--- config.mk ---
export PLATFORM = sky130hd
export DESIGN_NAME = substring_first_match
export DESIGN_NICKNAME = d
export VERILOG_FILES = /design/src/hdl/sfm_pkg.sv /design/src/hdl/substring_first_match.sv /design/src/hdl/sfm_cell.sv
export SDC_FILE = /design/constraint.sdc
export NUM_CORES = 2
export LEC_CHECK = 0
export BUFFER_PORTS_ARGS = -buffer_cell sky130_fd_sc_hd__buf_2
export CORE_ASPECT_RATIO = 0.9
export CORE_MARGIN = 2
export CORE_UTILIZATION = 25
export CTS_CLUSTER_SIZE = 25
export DETAILED_ROUTE_END_ITERATION = 8
export SLEW_MARGIN = 15
export SYNTH_ARGS = -nofsm -noshare
export SYNTH_HDL_FRONTEND = slang
export SYNTH_SLANG_ARGS = --single-unit
--- constraint.sdc ---
create_clock -name clock -period 12.8 [get_ports clock]
set_input_delay 1.28 -clock clock [delete_from_list [all_inputs] [get_ports clock]]
set_output_delay 1.28 -clock clock [all_outputs]
set_load 0.05 [all_outputs]
--- src/hdl/sfm_pkg.sv ---
`timescale 1ns / 1ps

package sfm_pkg;

   localparam int MAX_NEEDLE     = 16;
   localparam int POS_BITS       = 16;
   localparam int WIN_DEPTH      = MAX_NEEDLE - 1;
   localparam int LEN_BITS       = 5;
   localparam int CSR_IDX_BITS   = 2;
   localparam int CSR_DATA_BITS  = 64;
   localparam int MATCH_POS_BITS = 16;

   typedef enum logic [CSR_IDX_BITS-1:0] {
      CSR_NEEDLE_LEN  = 2'd0,
      CSR_NEEDLE_LOW  = 2'd1,
      CSR_NEEDLE_HIGH = 2'd2
   } csr_index_type;

   typedef enum logic [1:0] {
      ST_SEARCH    = 2'd0,
      ST_MATCH     = 2'd1,
      ST_END_NONE  = 2'd2,
      ST_END_FOUND = 2'd3
   } status_type;

   typedef struct packed {
      logic shift;
      logic clear;
   } cell_ctl_type;

   // Pick needle byte k out of the two 64-bit needle words.
   function automatic logic [7:0] needle_byte(input logic [63:0] low_word,
                                              input logic [63:0] high_word,
                                              input logic [3:0]  k);
      logic [7:0] sel;
      if (k[3]) begin
         sel = high_word[8*k[2:0] +: 8];
      end else begin
         sel = low_word[8*k[2:0] +: 8];
      end
      return sel;
   endfunction

endpackage

--- src/hdl/substring_first_match.sv ---
`timescale 1ns / 1ps
// A result item is registered and appears in the cycle after its input item is accepted.
// Throughput: one item per cycle while req_stall is low; the window compare over all cells is combinational.
// req_stall rises only while a result is held and rsp_stall is high.
// Reset (synchronous, active high) clears the needle registers, the window,
// the byte counter and the match state, and empties the output register.

module substring_first_match import sfm_pkg::*; (
   input  logic                     clock,
   input  logic                     reset,
   input  logic                     csr_wr_en,
   input  logic [CSR_IDX_BITS-1:0]  csr_index,
   input  logic [CSR_DATA_BITS-1:0] csr_wdata,
   input  logic                     req_valid,
   output logic                     req_stall,
   input  logic [7:0]               req_hay_byte,
   output logic                     rsp_valid,
   input  logic                     rsp_stall,
   output logic [1:0]               rsp_status,
   output logic [MATCH_POS_BITS-1:0] rsp_match_pos
);

   logic [LEN_BITS-1:0]       needle_len_ff;
   logic [63:0]               needle_low_ff;
   logic [63:0]               needle_high_ff;
   logic [POS_BITS-1:0]       count_ff, count_in;
   logic                      found_ff, found_in;
   logic [POS_BITS-1:0]       found_pos_ff, found_pos_in;
   logic                      rsp_valid_ff, rsp_valid_in;
   status_type                rsp_status_ff, rsp_status_in;
   logic [MATCH_POS_BITS-1:0] rsp_match_pos_ff, rsp_match_pos_in;

   logic                      accept;
   logic [LEN_BITS-1:0]       len_c;
   logic [LEN_BITS-1:0]       len_m1;
   logic [POS_BITS:0]         count_p1;
   logic                      empty_first;
   logic                      terminator;
   logic                      full_match;
   logic [POS_BITS-1:0]       start_pos;
   cell_ctl_type              ctl;

   logic [7:0]                win [WIN_DEPTH];
   logic [7:0]                pos_needle [MAX_NEEDLE];
   logic [MAX_NEEDLE-1:0]     pos_active;
   logic [MAX_NEEDLE-1:0]     pos_eq;

   function automatic logic [MATCH_POS_BITS-1:0] to_match_pos(input logic [POS_BITS-1:0] p);
      logic [31:0] w;
      w = 32'(p);
      return w[MATCH_POS_BITS-1:0];
   endfunction

   // Configuration writes
   always_ff @(posedge clock) begin
      if (reset) begin
         needle_len_ff  <= '0;
         needle_low_ff  <= '0;
         needle_high_ff <= '0;
      end else if (csr_wr_en) begin
         case (csr_index)
            CSR_NEEDLE_LEN:  needle_len_ff  <= csr_wdata[LEN_BITS-1:0];
            CSR_NEEDLE_LOW:  needle_low_ff  <= csr_wdata;
            CSR_NEEDLE_HIGH: needle_high_ff <= csr_wdata;
            default:         ;
         endcase
      end
   end

   assign len_c  = (needle_len_ff > LEN_BITS'(MAX_NEEDLE)) ? LEN_BITS'(MAX_NEEDLE)
                                                          : needle_len_ff;
   assign len_m1 = len_c - LEN_BITS'(1);

   // Position p is the current byte (p = 0) or window entry p-1; it lines up
   // with needle byte len-1-p.
   for (genvar p = 0; p < MAX_NEEDLE; p++) begin : g_pos
      logic [LEN_BITS-1:0] kidx;
      assign kidx           = len_m1 - LEN_BITS'(p);
      assign pos_active[p]  = len_c > LEN_BITS'(p);
      assign pos_needle[p]  = needle_byte(needle_low_ff, needle_high_ff, kidx[3:0]);
   end

   assign pos_eq[0] = !pos_active[0] || (req_hay_byte == pos_needle[0]);

   for (genvar j = 0; j < WIN_DEPTH; j++) begin : g_cell
      sfm_cell u_cell (
         .clock       (clock),
         .reset       (reset),
         .ctl         (ctl),
         .shift_data  ((j == 0) ? req_hay_byte : win[(j == 0) ? 0 : j-1]),
         .needle_data (pos_needle[j+1]),
         .active      (pos_active[j+1]),
         .data_out    (win[j]),
         .eq          (pos_eq[j+1])
      );
   end

   assign accept      = req_valid && !req_stall;
   assign req_stall   = rsp_valid_ff && rsp_stall;
   assign terminator  = (req_hay_byte == 8'd0);
   assign empty_first = !found_ff && (len_c == '0) && (count_ff == '0);
   assign count_p1    = {1'b0, count_ff} + {{POS_BITS{1'b0}}, 1'b1};
   assign full_match  = (len_c != '0) && (count_p1 >= (POS_BITS+1)'(len_c)) && (&pos_eq);
   assign start_pos   = count_ff - POS_BITS'(len_m1);

   always_comb begin
      count_in         = count_ff;
      found_in         = found_ff;
      found_pos_in     = found_pos_ff;
      ctl              = '0;
      rsp_status_in    = ST_SEARCH;
      rsp_match_pos_in = '0;
      if (accept) begin
         if (empty_first && !terminator) begin
            found_in      = 1'b1;
            found_pos_in  = '0;
            rsp_status_in = ST_MATCH;
         end else if (terminator) begin
            if (found_ff || empty_first) begin
               rsp_status_in    = ST_END_FOUND;
               rsp_match_pos_in = empty_first ? '0 : to_match_pos(found_pos_ff);
            end else begin
               rsp_status_in = ST_END_NONE;
            end
            // Rearm for the next haystack.
            count_in     = '0;
            found_in     = 1'b0;
            found_pos_in = '0;
            ctl.clear    = 1'b1;
         end else if (!found_ff) begin
            if (full_match) begin
               found_in         = 1'b1;
               found_pos_in     = start_pos;
               rsp_status_in    = ST_MATCH;
               rsp_match_pos_in = to_match_pos(start_pos);
            end else begin
               ctl.shift = 1'b1;
               if (count_ff != {POS_BITS{1'b1}}) begin
                  count_in = count_p1[POS_BITS-1:0];
               end
            end
         end
      end
   end

   // Hold the result while the consumer stalls; refill on each accepted item.
   assign rsp_valid_in = accept || (rsp_valid_ff && rsp_stall);

   always_ff @(posedge clock) begin
      if (reset) begin
         count_ff     <= '0;
         found_ff     <= 1'b0;
         found_pos_ff <= '0;
         rsp_valid_ff <= 1'b0;
      end else begin
         count_ff     <= count_in;
         found_ff     <= found_in;
         found_pos_ff <= found_pos_in;
         rsp_valid_ff <= rsp_valid_in;
      end
   end

   always_ff @(posedge clock) begin
      if (accept) begin
         rsp_status_ff    <= rsp_status_in;
         rsp_match_pos_ff <= rsp_match_pos_in;
      end
   end

   assign rsp_valid     = rsp_valid_ff;
   assign rsp_status    = rsp_status_ff;
   assign rsp_match_pos = rsp_match_pos_ff;

endmodule

--- src/hdl/sfm_cell.sv ---
`timescale 1ns / 1ps

module sfm_cell import sfm_pkg::*; (
   input  logic         clock,
   input  logic         reset,
   input  cell_ctl_type ctl,
   input  logic [7:0]   shift_data,
   input  logic [7:0]   needle_data,
   input  logic         active,
   output logic [7:0]   data_out,
   output logic         eq
);

   logic [7:0] data_ff;
   logic [7:0] data_in;

   always_comb begin
      data_in = data_ff;
      if (ctl.clear) begin
         data_in = '0;
      end else if (ctl.shift) begin
         data_in = shift_data;
      end
   end

   always_ff @(posedge clock) begin
      if (reset) begin
         data_ff <= '0;
      end else begin
         data_ff <= data_in;
      end
   end

   assign data_out = data_ff;
   // Positions beyond the needle length never block a match.
   assign eq = !active || (data_ff == needle_data);

endmodule

* Word level (Yosys, flattened, before mapping)
Cells that the tools add are included.
Operators by class: add/subtract/negate cells 18, magnitude comparators 18, equality and inequality tests 22, shifts and indexed selects 32, muxes and demuxes 44, bitwise gates (word level) 1, reductions and logical operators 58
Operator list (number):
- indexed part select 64 x 7 -> 8 bit | 32
- 2-to-1 mux 16 bit | 13
- == test 8 bit | 16
- 2-to-1 mux 8 bit | 16
- greater-than comparator 5 x 4 -> 1 bit, second input constant | 8
- subtractor 4 bit, second input constant | 8
- greater-than comparator 5 x 3 -> 1 bit, second input constant | 4
- zero test 1 bit | 19
- logical OR 1 bit | 18
- adder 16 x 1 -> 17 bit, second input constant | 1
- greater-or-equal comparator 17 x 5 -> 1 bit | 1
- zero test 16 bit | 1
- inequality test 16 bit, second input constant | 1
- AND reduction 16 bit | 1
- subtractor 16 x 5 -> 16 bit | 1
- subtractor 4 x 3 -> 4 bit, second input constant | 4
- 2-to-1 mux 1 bit | 11
- greater-than comparator 5 x 1 -> 1 bit, second input constant | 2
- greater-than comparator 5 x 2 -> 1 bit, second input constant | 2
- zero test 8 bit | 1
- subtractor 4 x 2 -> 4 bit, second input constant | 2
- logical AND 1 bit | 7
- 2-to-1 mux 2 bit | 3
- AND reduction 2 bit | 3
- 18 further kinds | 18
Word-level totals: flip-flop bits (word level) 305, input port bits 79, output and inout port bits 20, word-level logic and storage cells 217

* Depth between registers and ports, before layout
word-level depth 16, mapped depth 33, mapped depth without buffers 17

* Cells and area by module
From an unflattened synthesis, not the netlist that was laid out.
Unflattened totals: cells, all modules 2500, area, all modules 25625.8 µm²
By module, submodules not included:
- substring_first_match | instances 1, cells each 1930, area an instance 19882.8 µm², sequential area each 3883.7 µm²
- sfm_cell | instances 15, cells each 38, area an instance 382.9 µm², sequential area each 160.2 µm²

* Least setup slack after synthesis
No wires, ideal clock.
path type reg2reg, start register needle_len_ff[0], end register g_cell[0].u_cell.data_ff[0], setup time 0.132 ns, arrival time 6.483 ns, data required time 12.668 ns, path slack 6.185 ns, cell stages (with the launch flop) 31, path buffers 13, period minus slack after synthesis 6.615 ns, cells stage by stage dfxtp_1 > buf_6 > buf_2 > nor2b_1 > buf_2 > inv_1 > buf_2 > buf_2 > buf_4 > buf_2 > buf_2 > buf_2 > ha_1 > buf_4 > xor2_2 > nand2_1 > o21ai_1 > a2bb2oi_2 > a211oi_1 > or4_1 > a221o_1 > or4_1 > or4_4 > a2111oi_2 > o2111a_1 > buf_4 > nor2_2 > buf_2 > buf_2 > nand2_1 > a21oi_1
On the way: word-level cells in the longest chain between the ends 15, elaborated cells on any way between the ends 145, those cells by class add/sub (16); order compare (18); eq/ne (16); shift (32); mux (22); reduce/logical (41)
Ends and longest elaborated chain:
- from (decl) | line substring_first_match.sv:23 | logic [LEN_BITS-1:0] needle_len_ff;
- from (signal assigned) | line substring_first_match.sv:62 | CSR_NEEDLE_LEN: needle_len_ff <= csr_wdata[LEN_BITS-1:0];
- greater-than comparator 5 bit | line substring_first_match.sv:70 | assign len_c = (needle_len_ff > LEN_BITS'(MAX_NEEDLE)) ? LEN_BITS'(MAX_NEEDLE)
- 2-to-1 mux 5 bit (*) | line substring_first_match.sv:70
- subtractor 5 x 1 -> 5 bit | line substring_first_match.sv:72 | assign len_m1 = len_c - LEN_BITS'(1);
- subtractor 4 x 1 -> 4 bit, or another cell as far along | line substring_first_match.sv:78 | assign kidx = len_m1 - LEN_BITS'(p);
- indexed part select 64 x 7 -> 8 bit (on tied branches) | line sfm_pkg.sv:39, sfm_pkg.sv:37
- 2-to-1 mux 8 bit | line sfm_pkg.sv:36 | if (k[3]) begin
- == test 8 bit | line sfm_cell.sv:36 | assign eq = !active || (data_ff == needle_data);
- logical OR 1 bit | line sfm_cell.sv:36
- AND reduction 16 bit | line substring_first_match.sv:103 | assign full_match = (len_c != '0) && (count_p1 >= (POS_BITS+1)'(len_c)) && (&pos_eq);
- logical AND 1 bit | line substring_first_match.sv:103
- 2-to-1 mux 1 bit | line substring_first_match.sv:131 | if (full_match) begin
- 2-to-1 mux 1 bit | line substring_first_match.sv:130 | end else if (!found_ff) begin
- 2-to-1 mux 1 bit | line substring_first_match.sv:118 | end else if (terminator) begin
- 2-to-1 mux 2 bit (*) | line substring_first_match.sv:114 | if (empty_first && !terminator) begin
- 2-to-1 mux 2 bit (*) | line substring_first_match.sv:113 | if (accept) begin
- to (signal assigned) | line sfm_cell.sv:30 | data_ff <= data_in;
- to (decl) | line sfm_cell.sv:14 | logic [7:0] data_ff;
Mark *: on every way between the ends. The rest lies on a longest branch, timed or not. A chain may end at the register's enable or synchronous reset.

* Final worst setup path
start register needle_len_ff[4], end register g_cell[13].u_cell.data_ff[1]
On the way: word-level cells in the longest chain between the ends 15, elaborated cells on any way between the ends 145, those cells by class add/sub (16); order compare (18); eq/ne (16); shift (32); mux (22); reduce/logical (41)
Ends and longest elaborated chain (line):
- greater-than comparator 5 bit | substring_first_match.sv:70
- 2-to-1 mux 5 bit (*) | substring_first_match.sv:70
- subtractor 5 x 1 -> 5 bit | substring_first_match.sv:72
- subtractor 4 x 1 -> 4 bit, or another cell as far along | substring_first_match.sv:78
- indexed part select 64 x 7 -> 8 bit (on tied branches) | sfm_pkg.sv:39, sfm_pkg.sv:37
- 2-to-1 mux 8 bit | sfm_pkg.sv:36
- == test 8 bit | sfm_cell.sv:36
- logical OR 1 bit | sfm_cell.sv:36
- AND reduction 16 bit | substring_first_match.sv:103
- logical AND 1 bit | substring_first_match.sv:103
- 2-to-1 mux 1 bit | substring_first_match.sv:131
- 2-to-1 mux 1 bit | substring_first_match.sv:130
- 2-to-1 mux 1 bit | substring_first_match.sv:118
- 2-to-1 mux 2 bit (*) | substring_first_match.sv:114
- 2-to-1 mux 2 bit (*) | substring_first_match.sv:113
- to (signal assigned) | sfm_cell.sv:30
- to (decl) | sfm_cell.sv:14
Marked as above.

==> reports/results.ini <==
[setup_path]
cp.required_ns=13.30
start_kind=flip-flop
worst_ep_arrival_time_ns=9.03
crit_type=flip-flop to flip-flop
path_max_fanout=97
endpoint_kind=flip-flop

[floorplanning]
io_pins=99
row_count=118
coreArea_sq_mm=0.115
die_height_microns=328
die_w_microns=364
start_util=0.253
die_area_sq_mm=0.119

[global_route]
gr-usage-all-layers=0.277
first_global_vias=31213
grt_max_degree=118
antenna_found_initial=3
overflow=0
grt_pass1_wl_mm=242

[clocking]
clk_pin_slew_worst_paths_ns=0.06
cts_hold_buf=0
root_buffer=clkbuf_16
cts_resized=0
numCtsBuffers=35
clk_latency_ns=0.60
htree_levels=2
cts_buffer_depth=3
cts_tree=done
postCtsSetupRepairBufs=0
cts_num_sinks=305

[sta]
rsz0062_at_grt=no
period_share=0.666
drv_slew=0
max_freq_ghz=0.117
holdWs_ns=0.460
fin_worst_skew_ns=0.0194
postLayoutSetupSlackWorst_ns=4.27
tns_ns=0
slew_headroom=0.146
period_needed_ns=8.53
finalHoldViolations=0
tightest_slew_ns=1.27
setup_viol=0

[place]
hpwl_mm=122
post_dp_cell_area_sq_mm=0.0309
numPortBuffers=98
gp_congestion=1.05
pre_cts_slack_ns=4.48

[synthesis]
synth-adder-area-share=0.00748
ys_warn_count=0
synth_fp_nets=4146
synth_edf_count=18
synth_area_per_cell_sq_um=7.19
synth-main-ff-cell=dfxtp_1
synthXorXnorAreaFrac=0.0480
yosys.area_share.simple=0.209
synth_area_sq_mm=0.0291
synthMuxAreaShare=0.150
synthDistinctLibCells=105
synth_top_family_by_area=compound AO/OA/AOI/OAI gates
yosysSeqAreaShare=0.216
async_reset_ff_frac=0
synth-compound-area-share=0.293
syn-instance-count=4052
ys_ff_latch=305

[layout]
post-route-util=0.279
stdcell_area_sq_mm=0.0321
drive_gt1_frac=0.122
layout_common_cells=nand2_1 (764), a21oi_1 (390), mux2i_1 (292)
mostFrequentLayoutCell=nand2_1
nets=3949
synthToLayoutAreaGrowth_pct=10.3

[power]
powerDensity_mw_per_mm2=100
max-vdd-ir-drop_uv=75.5
p_leak_nw=11.4

[outcome]
status=finished, final reports clean

[detailed_routing]
drt-pass1-iter-count=7
wl_per_cell_microns=31.7
vias=34480
wl_mm=172
drc_errors=0
drt_iter0_markers=5610
viasPerCell=6.33
ant_nets=0

[job]
maxCapViolCount=0

[min_path]
hp-class=flip-flop to flip-flop

## layer usage
metal,routed length (microns),up-vias,GRT usage
li1,-,14529,-
met1,67800,16644,0.369
met2,68800,2691,0.392
met3,22500,614,0.0836
met4,13200,2,0.166
met5,16,-,0
## flip-flops by register name, indices dropped and copies added, names as in the netlist, 2 cells and up
register                count
found_pos_ff               16
needle_high_ff             64
rsp_match_pos              16
g_cell.u_cell.data_out    120
rsp_status                  2
needle_len_ff               5
needle_low_ff              64
count_ff                   16
## path summary, 6_finish.rpt
check / cells past startpoint / start / slack, ns / endpoint
hold reg to reg: 2 / needle_low_ff[35] / 0.46 / needle_low_ff[35]
setup / recovery: 19 / needle_len_ff[4] / 4.27 / g_cell[13].u_cell.data_out[1]
setup reg to reg: 19 / needle_len_ff[4] / 4.27 / g_cell[13].u_cell.data_out[1]
hold / removal: 2 / needle_low_ff[35] / 0.46 / needle_low_ff[35]
## synthesized netlist by cell type, types with 41 or more instances
| cell | number | share of area |
|---|---|---|
| inv_1 | 47 | 0.0061 |
| nor3_1 | 64 | 0.011 |
| a211oi_1 | 68 | 0.018 |
| o21ai_1 | 117 | 0.020 |
| nor2_1 | 146 | 0.019 |
| buf_1 | 46 | 0.0059 |
| nand2_1 | 765 | 0.099 |
| dfxtp_1 | 287 | 0.20 |
| mux4_2 | 45 | 0.035 |
| mux2i_1 | 292 | 0.10 |
| nand4_1 | 41 | 0.0088 |
| a22oi_1 | 46 | 0.012 |
| a21oi_1 | 390 | 0.067 |
| a221oi_1 | 41 | 0.012 |
| o21ai_0 | 150 | 0.026 |
| clkbuf_1 | 346 | 0.045 |
| xor2_1 | 49 | 0.015 |
| buf_2 | 71 | 0.012 |
| nand3_1 | 82 | 0.014 |
| a31oi_1 | 65 | 0.014 |
| o22ai_1 | 120 | 0.026 |
| and3_1 | 46 | 0.0099 |
| xnor2_1 | 103 | 0.031 |
## report_power, final
group	leakage, nW	switching, W	total, W	internal (W)
clock network	0.569	0.000456	0.00106	0.000599
registers	2.51	0.0000506	0.00103	0.000980
logic	8.30	0.000808	0.00114	0.000332
## kinds of logic after synthesis
| group | Yosys count |
|---|---|
| adders and majority gates | 18 |
| xor gates and xnor gates | 156 |
| and+or+nand+nor | 1337 |
| AOI/OAI and AO/OA | 1323 |
| muxes | 375 |
| buffers and inverters | 538 |
| DFF | 305 |
## critical path, stage by stage, from the launching register on
cell and delay [ns]:
dfxtp_2 0.65, nor2b_4 0.10, inv_6 0.42, ha_1 0.25
buf_4 0.42, nor3b_2 0.22, o21ai_1 0.42, nand3_4 0.50
nand2_2 0.64, buf_4 0.50, a211oi_1 0.15, nor4_1 0.49
o22ai_1 0.23, or4_1 0.55, or4_4 0.61, a2111oi_2 0.36
o2111a_4 0.56, buf_4 0.91, o21ai_0 0.20, a21oi_1 0.18
## area by class of cell
type                            instances  area, sq um
Antenna cell                            1         2.50
Clock buffer                           49         1010
Clock inverter                         15          174
Fill cell                           12495        83200
Inverter                               51          196
Multi-Input combinational cell       3209        20800
Sequential cell                       305         6290
Tap cell                             1560         1950
Timing Repair Buffer                  253         1690
## metrics by stage
stage | power, W | instances
CTS | 0.00317 | 5441
global route | 0.00330 | 5442
floorplan | 0.00169 | 4052
global placement | 0.00212 | 5377
finish | 0.00323 | 5443
detailed placement | 0.00212 | 5377
(Power assumes the default switching activity.)
